`config.mk`:
```
export PLATFORM = sky130hd
export DESIGN_NAME = satc_store
export DESIGN_NICKNAME = d
export VERILOG_FILES = /design/src/hw/rtl/satc_pkg.sv /design/src/hw/rtl/satc_store.sv
export SDC_FILE = /design/constraint.sdc
export NUM_CORES = 2
export LEC_CHECK = 0
export BUFFER_PORTS_ARGS = -buffer_cell sky130_fd_sc_hd__buf_2
export CAP_MARGIN = 20
export CORE_MARGIN = 2
export CORE_UTILIZATION = 50
export CTS_BUF_LIST = sky130_fd_sc_hd__clkbuf_16
export CTS_CLUSTER_DIAMETER = 200
export DETAILED_ROUTE_END_ITERATION = 7
export HOLD_SLACK_MARGIN = 0.15
export PLACE_DENSITY = 0.75
export SYNTH_ARGS = -nofsm -noshare
export SYNTH_HDL_FRONTEND = slang
export SYNTH_SLANG_ARGS = --single-unit
```
`constraint.sdc`:
```
create_clock -name clock -period 3.7 [get_ports clock]
set_input_delay 0.185 -clock clock [delete_from_list [all_inputs] [get_ports clock]]
set_output_delay 0.185 -clock clock [all_outputs]
set_load 0.005 [all_outputs]
```
`src/hw/rtl/satc_pkg.sv`:
```
package satc_pkg;

   localparam int MaxVertsDefault = 16;
   localparam int CoordW = 24;
   localparam int AxisW  = 16;
   localparam int ProjW  = 41;
   localparam int OvW    = 43;
   localparam int DotW   = 42;

   typedef enum logic [2:0] {
      CMD_VERT_A = 3'd0,
      CMD_VERT_B = 3'd1,
      CMD_AXIS_A = 3'd2,
      CMD_AXIS_B = 3'd3,
      CMD_CTR_A  = 3'd4,
      CMD_CTR_B  = 3'd5,
      CMD_COMP   = 3'd6,
      CMD_NONE   = 3'd7
   } cmd_type;

   typedef enum logic [1:0] {
      ST_OK    = 2'd0,
      ST_EMPTY = 2'd1,
      ST_DROP  = 2'd2
   } status_type;

   typedef enum logic [2:0] {
      S_IDLE,
      S_AXRD,
      S_VRD,
      S_VACC,
      S_AXEND,
      S_DOT,
      S_OUT
   } state_type;

   typedef struct packed {
      logic signed [CoordW-1:0] x;
      logic signed [CoordW-1:0] y;
   } vert_type;

   typedef struct packed {
      logic signed [AxisW-1:0] x;
      logic signed [AxisW-1:0] y;
   } axis_type;

   typedef struct packed {
      logic                     collides;
      logic [1:0]               status;
      logic [23:0]              penetration;
      logic signed [AxisW-1:0]  normal_x;
      logic signed [AxisW-1:0]  normal_y;
   } rsp_type;

endpackage

```
`src/hw/rtl/satc_store.sv`:
```
// Four list memories: vertices A/B and axes A/B, one write port, one registered read each.
module satc_store #(
   parameter int MaxVerts = satc_pkg::MaxVertsDefault,
   localparam int AW = $clog2(MaxVerts)
) (
   input  logic                 clock,
   input  logic                 wr_en,
   input  logic [1:0]           wr_sel,
   input  logic [AW-1:0]        wr_addr,
   input  logic signed [23:0]   wr_x,
   input  logic signed [23:0]   wr_y,
   input  logic [AW-1:0]        va_addr,
   input  logic [AW-1:0]        vb_addr,
   input  logic [AW-1:0]        ax_addr,
   input  logic                 ax_side,
   output satc_pkg::vert_type   va_q,
   output satc_pkg::vert_type   vb_q,
   output satc_pkg::axis_type   ax_q
);
   import satc_pkg::*;

   vert_type mem_va [MaxVerts];
   vert_type mem_vb [MaxVerts];
   axis_type mem_aa [MaxVerts];
   axis_type mem_ab [MaxVerts];
   axis_type aa_q, ab_q;
   logic     side_ff;

   always_ff @(posedge clock) begin
      if (wr_en) begin
         case (wr_sel)
            2'd0: mem_va[wr_addr] <= '{x: wr_x, y: wr_y};
            2'd1: mem_vb[wr_addr] <= '{x: wr_x, y: wr_y};
            2'd2: mem_aa[wr_addr] <= '{x: wr_x[15:0], y: wr_y[15:0]};
            default: mem_ab[wr_addr] <= '{x: wr_x[15:0], y: wr_y[15:0]};
         endcase
      end
      va_q    <= mem_va[va_addr];
      vb_q    <= mem_vb[vb_addr];
      aa_q    <= mem_aa[ax_addr];
      ab_q    <= mem_ab[ax_addr];
      side_ff <= ax_side;
   end

   assign ax_q = side_ff ? ab_q : aa_q;
endmodule

```
# == Word-level counts from Yosys, hierarchy flattened ==
# Memory sizes are Yosys's and may differ from the RTL's. A register that Yosys moved wholly into a read port is not among the register bits.
# Index checks and enable logic that the tools add are counted.
# totals
wordCells,22
register_bits,1
output_inout_bits,128
ram_bits,2560
mem_count,4
input_bits,69
# classes
muxes,13
reduce_logical,2
n_eq_ne,2
# memory_table
name,depth,word_bits,rd,rd_ports_with_merged_regs,write_ports,line,rtl
mem_va,16,48,1,1,1,satc_store.sv:22,vert_type mem_va [MaxVerts];
mem_vb,16,48,1,1,1,satc_store.sv:23,vert_type mem_vb [MaxVerts];
mem_aa,16,32,1,1,1,satc_store.sv:24,axis_type mem_aa [MaxVerts];
mem_ab,16,32,1,1,1,satc_store.sv:25,axis_type mem_ab [MaxVerts];
# ops
operator,n
32-bit two-way mux,1
1-bit two-way mux,12
3-bit OR reduction,1
"2-bit by 1-bit == test with 1-bit output, second input constant",1
"2-bit == test, second input constant",1
2-bit logical NOT,1

# == Longest topological paths before layout ==
# logic_depth
word_depth,5
depth_mapped,6
ltp_nobuf,3

# == Worst setup path before layout ==
# OpenSTA, ideal clock, no wires.
# synth_timing
path_type,input to register
from,in wr_sel[1]
to,"mem mem_va[7][0] (netlist name), enable pin"
setup_time_ps,454
slack_ps,191
path_stages,4
arrival_time_ps,3056
required_ps,3246
path_cell_list,or3b_2 > clkbuf_1 > clkbuf_1 > nor2_1
# synth_between
elab_chain_cells,4
# synth_rtl
item,line,rtl
from (decl),satc_store.sv:8,"input logic [1:0] wr_sel,"
2-bit logical NOT,satc_store.sv:31,case (wr_sel)
1-bit two-way mux,satc_store.sv:31,
1-bit two-way mux,satc_store.sv:30,if (wr_en) begin
1-bit two-way mux (implied by the code),satc_store.sv:32,"2'd0: mem_va[wr_addr] <= '{x: wr_x, y: wr_y};"
to (decl),satc_store.sv:22,
# No other way between the ends.

==> results.yml <==
worst_setup_path:
  start_kind: "primary input"
  worstPathArrival_ns: 3.86
  path_cells: "dlygate4sd3_1 > buf_2 > nor2b_4 > dlygate4sd3_1 > a22oi_1 > dlygate4sd3_1 > nand2_1 > dlygate4sd3_1"
  max_stage_delay_ns: 1.25
  cp.required_ns: 4.58
  path_max_fanout: 13
  rr_worst_depth: 5
  crit_cells: 8
  path_delay_family: "buffers and inverters"
  cp_common_cell: "dlygate4sd3_1"
  rrSetupSlack_ns: 1.32
  crit_path_end_kind: "flop"
  critPathBufInv: 5
  path_class: "in -> reg"
  crit_path_top_delay_cell: "dlygate4sd3_1"
logic_synthesis:
  syn_nets: 4263
  synth.distinct_cells: 18
  synth-seq-cells: 2721
  yosysSeqAreaShare_pct: 80.6
  syn_inst: 4194
  synth_area_per_cell_um2: 23.7
  ys_warn_count: 0
  netlist_area_um2: 99400
detailed_routing:
  wl_per_cell_um: 31.8
  antenna_left: 0
  vias: 47600
  drc_errors: 0
  drtIter0Drc: 6563
  drtPass1Iterations: 5
  wirelength_um: 241000
  via_per_inst: 6.27
power:
  leakage_nw: 36.9
  p_per_area_nw_per_um2: 559
  finalPower_mw: 64.2
  vdd_ir_drop_max_mv: 0.511
floorplan:
  ios: 197
  start_util_pct: 50.3
  rows: 163
  dieArea_um2: 202000
  die_h_um: 450
  fp.dieW_um: 450
  coreArea_um2: 197000
global_routing:
  antenna_found_initial: 15
  grt-ovfl-total: 0
  grt_pass1_vias: 49400
  grtUsageTotal_pct: 23.8
  grt_max_degree: 74
  grt_pass1_wl_um: 348000
placed_design:
  numPortBuffers: 196
  dpl.hpwl_um: 127000
  placed_area_um2: 105000
  dpl_worst_slack_ns: 1.04
  gp_congestion: 0.779
finish:
  final_layout_size_suffix_gt1_share_pct: 30.6
  nNetsFinal: 4804
  final_area_um2: 115000
  area_delta_synth_final_pct: 15.5
worst_hold_path:
  whs_path_depth: 3
  hold_class: "in -> reg"
run_status:
  status: "finished clean"
sta:
  max_clock_freq_ghz: 0.335
  max_slew_margin_pct: 23.4
  period_share_pct: 80.6
  finalMaxSlewViolations: 0
  finalSetupViolations: 0
  hold_violations: 0
  tns_ns: 0
  grt_setup_unrepaired: "false"
  finalCriticalPeriod_ns: 2.98
  fin_worst_skew_ns: 0.0615
  worst_pin_slew_ns: 1.15
  finalWorstSetupSlack_ns: 0.717
  hold-worst-slack_ns: 0.236
cts:
  hold_buffers: 79
  cts_max_level: 5
  cts_tree: "done"
  clockRootBuffer: "clkbuf_16"
  post-cts-setup-buffers: 0
  clk_pin_slew_ns: 0.07
  cts_resized: 0
  clockBufferDepth: 4
  cts_made_buffers: 284
  cts.sinks: 2721
  clock_latency_ns: 0.94
job:
  max-cap-violations: 0
## final cells by class
cell class,count,area [µm²]
Tap cell,2640,3300
Clock buffer,292,7310
Clock inverter,200,1380
Antenna cell,3,7.51
Fill cell,13600,82600
Timing Repair Buffer,474,3970
Multi-Input combinational cell,1254,18800
Sequential cell,2721,80100
## through the flow
stage	utilization, %	instances
2_1_floorplan	-	4194
3_3_place_gp	53.2	6994
3_5_place_dp	53.2	6998
4_1_cts	58.0	7569
5_1_grt	58.2	7583
6_report	58.2	7584
## kinds of logic (layout without fill, tap and decap cells)
logic type / after synthesis / count (layout) / share of synthesized area (%)
compound gates: 320 / 320 / 2.42
buf+inv: 219 / 966 / 1.09
flops: 2721 / 2721 / 80.6
mux: 672 / 672 / 14.9
other cells: 0 / 3 / 0
simple gates: 262 / 262 / 1.05
## Yosys cell counts
master / number / share of area, %
buf_6: 7 / 0.079
dfxtp_1: 161 / 3.2
mux2_2: 32 / 0.36
buf_1: 44 / 0.17
clkbuf_1: 96 / 0.36
nand3b_1: 2 / 0.015
mux4_2: 640 / 15
edfxtp_1: 2560 / 77
nor2_1: 69 / 0.26
nand3_1: 7 / 0.035
or3b_2: 1 / 0.0088
nand4_1: 1 / 0.0063
buf_4: 46 / 0.35
nand2_1: 169 / 0.64
a22oi_1: 320 / 2.4
buf_2: 26 / 0.13
nor2b_1: 10 / 0.063
and2_1: 3 / 0.019
## worst register-to-register path: stages, from the launching register on
cell and delay (ns):
edfxtp_1 0.37, mux4_2 0.51, a22oi_1 0.20, dlygate4sd3_1 0.57
nand2_1 0.06, dlygate4sd3_1 0.57
## power breakdown
group	switching (mW)	internal, mW
sequential	0.220	34.0
combinational	1.81	1.18
clock	11.4	15.6
total	13.4	50.8
## final timing paths
kind	start	end
max	vb_addr[2]	vb_q[16]
min	wr_addr[1]	mem_aa[7][16]
max reg2reg	mem_aa[11][9]	aa_q[9]
min reg2reg	mem_va[7][26]	va_q[26]
## metal layers
layer	vias up	GRT usage (%)	share of wire (%)
li1	19000	-	-
met1	25200	31.9	36
met2	2984	39.0	50
met3	449	4.41	9.5
met4	4	9.39	3.9
met5	-	0	0.0087
## cells in the final DEF, fill, tap and decap left out, types with 66 or more instances in the layout
| cell | instances |
|---|---|
| inv_1 | 66 |
| nand2_1 | 169 |
| dlygate4sd3_1 | 79 |
| mux4_2 | 640 |
| a22oi_1 | 320 |
| nor2_4 | 67 |
| edfxtp_1 | 2560 |
| buf_2 | 189 |
| buf_4 | 149 |
| dfxtp_1 | 160 |
| clkbuf_16 | 292 |
## flip-flops by register name, indices dropped and copies added (netlist names)
signal and cells:
va_q 48, mem_vb 768, vb_q 48, side_ff 1, mem_aa 512, ab_q 32
mem_ab 512, mem_va 768, aa_q 32
Power figures use the tool's default switching activity.
