===== src/hw/rtl/satc_pkg.sv =====
package satc_pkg;

   localparam int MaxVertsDefault = 16;
   localparam int CoordW = 24;
   localparam int AxisW  = 16;
   localparam int ProjW  = 41;
   localparam int OvW    = 43;
   localparam int DotW   = 42;

   typedef enum logic [2:0] {
      CMD_VERT_A = 3'd0,
      CMD_VERT_B = 3'd1,
      CMD_AXIS_A = 3'd2,
      CMD_AXIS_B = 3'd3,
      CMD_CTR_A  = 3'd4,
      CMD_CTR_B  = 3'd5,
      CMD_COMP   = 3'd6,
      CMD_NONE   = 3'd7
   } cmd_type;

   typedef enum logic [1:0] {
      ST_OK    = 2'd0,
      ST_EMPTY = 2'd1,
      ST_DROP  = 2'd2
   } status_type;

   typedef enum logic [2:0] {
      S_IDLE,
      S_AXRD,
      S_VRD,
      S_VACC,
      S_AXEND,
      S_DOT,
      S_OUT
   } state_type;

   typedef struct packed {
      logic signed [CoordW-1:0] x;
      logic signed [CoordW-1:0] y;
   } vert_type;

   typedef struct packed {
      logic signed [AxisW-1:0] x;
      logic signed [AxisW-1:0] y;
   } axis_type;

   typedef struct packed {
      logic                     collides;
      logic [1:0]               status;
      logic [23:0]              penetration;
      logic signed [AxisW-1:0]  normal_x;
      logic signed [AxisW-1:0]  normal_y;
   } rsp_type;

endpackage


===== src/hw/rtl/satc_proj.sv =====
// Projection datapath: one vertex pair per cycle while en is high, combinational products, running min/max.
module satc_proj (
   input  logic                clock,
   input  logic                clr,
   input  logic                en,
   input  logic                use_a,
   input  logic                use_b,
   input  satc_pkg::vert_type  va,
   input  satc_pkg::vert_type  vb,
   input  satc_pkg::axis_type  ax,
   output logic signed [satc_pkg::OvW-1:0] overlap
);
   import satc_pkg::*;

   logic signed [ProjW-2:0] pax, pay, pbx, pby;
   logic signed [ProjW-1:0] pa, pb;
   logic signed [ProjW-1:0] mna_ff, mxa_ff, mnb_ff, mxb_ff;
   logic signed [ProjW-1:0] mna_in, mxa_in, mnb_in, mxb_in;
   logic                    have_a_ff, have_b_ff;
   logic signed [ProjW-1:0] hi, lo;

   // each 24x16 product fits 40 bits, their sum 41
   assign pax = va.x * ax.x;
   assign pay = va.y * ax.y;
   assign pbx = vb.x * ax.x;
   assign pby = vb.y * ax.y;
   assign pa  = ProjW'(pax) + ProjW'(pay);
   assign pb  = ProjW'(pbx) + ProjW'(pby);

   always_comb begin
      mna_in = mna_ff; mxa_in = mxa_ff; mnb_in = mnb_ff; mxb_in = mxb_ff;
      if (use_a) begin
         if (!have_a_ff || pa < mna_ff) mna_in = pa;
         if (!have_a_ff || pa > mxa_ff) mxa_in = pa;
      end
      if (use_b) begin
         if (!have_b_ff || pb < mnb_ff) mnb_in = pb;
         if (!have_b_ff || pb > mxb_ff) mxb_in = pb;
      end
   end

   always_ff @(posedge clock) begin
      if (clr) begin
         have_a_ff <= 1'b0;
         have_b_ff <= 1'b0;
      end else if (en) begin
         have_a_ff <= have_a_ff | use_a;
         have_b_ff <= have_b_ff | use_b;
         mna_ff <= mna_in; mxa_ff <= mxa_in;
         mnb_ff <= mnb_in; mxb_ff <= mxb_in;
      end
   end

   assign hi = (mxa_ff < mxb_ff) ? mxa_ff : mxb_ff;
   assign lo = (mna_ff > mnb_ff) ? mna_ff : mnb_ff;
   assign overlap = OvW'(hi) - OvW'(lo);
endmodule


===== config.mk =====
export PLATFORM = sky130hd
export DESIGN_NAME = satc_proj
export DESIGN_NICKNAME = d
export VERILOG_FILES = /design/src/hw/rtl/satc_pkg.sv /design/src/hw/rtl/satc_proj.sv
export SDC_FILE = /design/constraint.sdc
export NUM_CORES = 2
export LEC_CHECK = 0
export ABC_CLOCK_PERIOD_IN_PS = 16550
export BUFFER_PORTS_ARGS = -buffer_cell sky130_fd_sc_hd__buf_2
export CAP_MARGIN = 20
export CORE_MARGIN = 1.5
export CORE_UTILIZATION = 40
export CTS_BUF_LIST = sky130_fd_sc_hd__clkbuf_2
export DETAILED_ROUTE_END_ITERATION = 10
export PLACE_DENSITY = 0.6
export SLEW_MARGIN = 40
export SYNTH_ARGS = -nofsm -noshare
export SYNTH_HDL_FRONTEND = slang
export SYNTH_SLANG_ARGS = --single-unit

===== constraint.sdc =====
create_clock -name clock -period 16.55 [get_ports clock]
set_input_delay 0.8275 -clock clock [delete_from_list [all_inputs] [get_ports clock]]
set_output_delay 0.8275 -clock clock [all_outputs]
set_load 0.02 [all_outputs]

# Yosys cells after proc, flatten, opt, wreduce, memory -nomap -nowiden
# Index checks and enable logic that the tools add are counted.
[word_totals]
regBits = 166
input_bits = 133
out_inout_bits = 43
[op_classes]
n_addsub = 3
multipliers = 4
magnitude_cmp = 6
n_mux = 2
bitwise = 3
n_reduce_logical = 10
[ops]
columns = ["cell", "count"]
rows = [
  ["24-bit by 16-bit multiplier with 40-bit output", 4],
  ["41-bit greater-than comparator", 3],
  ["41-bit less-than comparator", 3],
  ["40-bit by 40-bit adder with 41-bit output", 2],
  ["41-bit 2-to-1 mux", 2],
  ["41-bit by 41-bit subtractor with 42-bit output", 1],
  ["4-bit AND reduction", 4],
  ["1-bit logical OR", 4],
  ["1-bit logical NOT", 2],
  ["1-bit bitwise OR", 2],
  ["1-bit inverter", 1],
]

# Logic depth before layout (Yosys ltp)
[depth]
depth_word = 5
depth_mapped = 38
depth_no_buf = 37

# Worst setup path after synthesis
# Ideal clock, no wire load.
[synth_path]
path_kind = "input -> register"
from = "input port ax[18] in the netlist's numbering"
to = "register mxa_ff[0], enable pin"
arrival_time_ns = 11.709
path_slack_ns = 4.340
cell_stages = 33
path_buffers = 2
path_cell_list = "clkbuf_1 -> clkbuf_1 -> nand2_1 -> fa_1 -> inv_1 -> fa_1 -> inv_1 -> fa_1 -> inv_1 -> fa_1 -> fa_1 -> fa_1 -> fa_1 -> inv_1 -> fa_1 -> inv_1 -> ha_1 -> o21ai_0 -> nor2_1 -> o311a_1 -> o311ai_1 -> a31oi_1 -> nand2b_1 -> a21o_1 -> a21oi_1 -> xnor2_1 -> ha_1 -> nand4_1 -> nor4_1 -> o221ai_1 -> a31oi_1 -> o21ai_0 -> a211oi_1"
[synth_between]
elab_chain_cells = 5
[synth_rtl]
columns = ["item", "line", "source"]
rows = [
  ["start, declared", "satc_proj.sv:10", "input satc_pkg::axis_type ax,"],
  ["24-bit by 16-bit multiplier with 40-bit output", "satc_proj.sv:23", "assign pax = va.x * ax.x;"],
  ["40-bit by 40-bit adder with 41-bit output", "satc_proj.sv:27", "assign pa = ProjW'(pax) + ProjW'(pay);"],
  ["named net pa[29]", "satc_proj.sv:16", "logic signed [ProjW-1:0] pa, pb;"],
  ["41-bit greater-than comparator", "satc_proj.sv:34", "if (!have_a_ff || pa > mxa_ff) mxa_in = pa;"],
  ["1-bit logical OR", "satc_proj.sv:34", ""],
  ["4-bit AND reduction (no line)", "-", ""],
  ["end signal, assigned", "satc_proj.sv:49", "mna_ff <= mna_in; mxa_ff <= mxa_in;"],
  ["end, declared", "satc_proj.sv:17", "logic signed [ProjW-1:0] mna_ff, mxa_ff, mnb_ff, mxb_ff;"],
]
# The timed path passes the listed nets, and every way through them passes these cells.
# A chain may end at the register's enable or synchronous reset.

# Final worst setup path
[layout_path]
from = "input port ax[25] in the netlist's numbering"
to = "register mxb_ff[2], enable pin"
[layout_between]
elab_chain_cells = 5
[layout_rtl]
columns = ["item", "line", "source"]
rows = [
  ["24-bit by 16-bit multiplier with 40-bit output", "satc_proj.sv:25", "assign pbx = vb.x * ax.x;"],
  ["40-bit by 40-bit adder with 41-bit output", "satc_proj.sv:28", "assign pb = ProjW'(pbx) + ProjW'(pby);"],
  ["named net pb[35]", "satc_proj.sv:16", ""],
  ["41-bit greater-than comparator", "satc_proj.sv:38", "if (!have_b_ff || pb > mxb_ff) mxb_in = pb;"],
  ["1-bit logical OR", "satc_proj.sv:38", ""],
  ["4-bit AND reduction (no line)", "-", ""],
  ["end signal, assigned", "satc_proj.sv:50", "mnb_ff <= mnb_in; mxb_ff <= mxb_in;"],
  ["end, declared", "satc_proj.sv:17", ""],
]
# The timed path passes the listed nets, and every way through them passes these cells.

==> results.md <==
- Status: finished, final reports clean
- I/O Buffers: 175
- Data required time at the worst endpoint: around 17000 ps
- CP max stage cell: a2111oi_0
- Total grt overflow: 0
- Post-DRT Antenna Nets: 0
- RSZ-0062 raised after global routing: false
- Vias in the first global route: around 54000
- Rows: ~150
- Synth Area in Simple Gates: 0.134
- EDFF count, synth: about 160
- Crit-path max FO: 33
- DRT iter0 DRCs: a little under 3000
- XOR/XNOR share of the synthesized area: 0.0173
- Post-synthesis cell type count: 81
- # clock sinks: around 170
- Ys Warns: 0
- Slew Limit Fails: 0
- Hold Vio Cnt, Final: 0
- Post-Synth Adder-Cell Area: 0.588
- Setup_tns: 0 ps
- Mux contribution to synthesized area: 0.0124
- Detailed-route via count: 49300
- Syn-to-layout area delta: 5.07%
- Number of synthesized register bits: 166
- Crit-path max cell delay: 730 ps
- CTS Hold Bufs: 0
- Clk buf depth: 2
- CTS clk-pin slew, worst paths: ~230 ps
- Initial antenna violation count: 26
- Final critical-path share of the clock period: 0.663
- Critical path's most frequent cell: fa_1
- Avg Synthesized Cell Area: between 9 and 10 µm²
- Via/cell ratio: 5.07
- Area leader, netlist: fa_1
- Hold Path Class: in -> reg
- H-tree levels: 4
- Core Region: 172000 µm²
- Max_slew headroom: 0.379
- Slew @ Worst Pin: roughly 910 ps
- Post-CTS Repair Setup Buffers: 0
- Sequential share of the synthesized area: 0.0714
- Synth Instances: about 7400
- Post-layout min period: 10980 ps
- CP Launch Type: input port
- Count leader, synth: inv_1
- First-pass GRT wire length: 307 mm
- Worst hold margin: roughly 140 ps
- Crit path DAT: 11540 ps
- Post-route DRC violation count: 0
- Root Driver: clkbuf_2
- Pre-antenna DRT Iters: 5
- CP Capture Type: flop
- Final Net Count: 9785
- Routed WL per cell: around 20 µm
- Synth cell count leaders: inv_1 (1984), fa_1 (1649), nand2_1 (962)
- Die width: 420 µm
- Max Fclk: 91.1 MHz
- Clk_lat worst skew: 860 ps
- Fillers: ~17000
- Post-Route WL: about 190 mm
- CTS buffer count: 17
- TritonCTS clock tree: built
- Top FF cell, synth: edfxtp_1
- Buf/Inv on CP: 6
- Area contributors post-synth: fa_1 (47%), ha_1 (11%), inv_1 (11%)
- DIE AREA: around 180000 µm²
- GRT Total Usage: 0.227
- Fraction of registers with async set or reset after synthesis: 0
- Worst setup path class: in -> reg
- Num ports: 176
- Die H: 420 µm
- Clk_skew: 37.6 ps
- Synthesized Nets: about 10000
- Post-synth top area share: 0.475
- Crit path max-delay family: adder cells
- Largest net degree at the start of global routing: 51
- Initial Utilization: 0.404
- Routability cong.: around 0.91
- Share of layout cells above drive strength 1: 0.0408
- Max-Cap Viols: 0
- Setup violation total in the final timing report: 0
- Post-DP HPWL: ~160 mm
- Post-CTS sizing: 0
- Cell Area, Synth: between 60000 and 70000 µm²
- Largest family of logic cells by synthesized area: adder cells
- Synth Area in Compound Gates: 0.0530
[registers in the layout, summed over array words and instances (netlist names)]
signal / count
mna_ff: 41
mxa_ff: 41
mnb_ff: 41
have_a_ff: 1
mxb_ff: 41
have_b_ff: 1
[area by class of cell]
type / instances / area [µm²] / share of cell area
repair buffers: 225 / 1260 / 0.0173
diodes: 14 / 35.0 / 0.000480
flip-flops and latches: 166 / 4960 / 0.0680
clock inverters: 12 / 159 / 0.00218
multi-input cells: 4978 / 56200 / 0.769
well taps: 2310 / 2890 / 0.0396
clock buffers: 20 / 100 / 0.00137
inverters: 1985 / 7450 / 0.102
[cell families (layout without fill, tap and decap cells)]
family	after synthesis	in the layout
AO/OA/AOI/OAI	546	546
XOR/XNOR	137	137
adder cells (fa/ha/maj)	2279	2279
buffers and inverters	2264	2242
flip-flops	166	166
multiplexers	86	86
other	0	14
AND/OR/NAND/NOR	1930	1930
[per-stage QoR]
step                       util  setup slack, ps  instance area [µm²]  cells
final                     0.424             5570                73000   9710
after global routing      0.424             5090                73000   9708
after CTS                 0.424             5670                73000   9695
after detailed placement  0.422             4760                72700   9663
after global placement    0.422             4810                72600   9663
after floorplan               -             4340                69500   7408
[cells in the final DEF, fill, tap and decap left out, types with 24 or more instances in the layout]
| master | Yosys | routed |
|---|---|---|
| and2_1 | 560 | 560 |
| fa_1 | 1649 | 1649 |
| buf_2 | 0 | 175 |
| mux2i_1 | 85 | 85 |
| nor3_1 | 25 | 24 |
| edfxtp_1 | 164 | 164 |
| a21oi_1 | 140 | 136 |
| xor2_1 | 36 | 33 |
| nand3_1 | 29 | 29 |
| nor2b_1 | 55 | 55 |
| nand4_1 | 61 | 61 |
| nand2b_1 | 72 | 72 |
| a21o_1 | 120 | 120 |
| nor2_1 | 118 | 116 |
| buf_4 | 5 | 49 |
| nand2_1 | 962 | 961 |
| xnor2_1 | 101 | 89 |
| inv_1 | 1984 | 1984 |
| ha_1 | 630 | 630 |
| o21ai_0 | 91 | 90 |
| o21a_1 | 40 | 40 |
[worst paths after layout]
check               to  startpoint  slack (ps)  cells past startpoint
min          have_b_ff         clr         140                      2
max          mxb_ff[2]      ax[25]        5570                     33
min reg2reg  have_a_ff   have_a_ff         590                      2
max reg2reg  mxa_ff[8]  mxa_ff[10]       12760                     12
[layer usage]
| metal | routed length [µm] | share of wire | track usage | vias up |
|---|---|---|---|---|
| met1 | 81000 | 0.42 | 0.306 | 25900 |
| met4 | 5300 | 0.028 | 0.0574 | 10 |
| met3 | 9180 | 0.048 | 0.0188 | 201 |
| met5 | 69 | 0.00036 | 0 | - |
| met2 | 96800 | 0.50 | 0.393 | 1348 |
| li1 | - | - | - | 21800 |
Power is left out: the tool's default activity adds up to more than one toggle a clock period on the data nets, which glitch-free logic cannot reach.
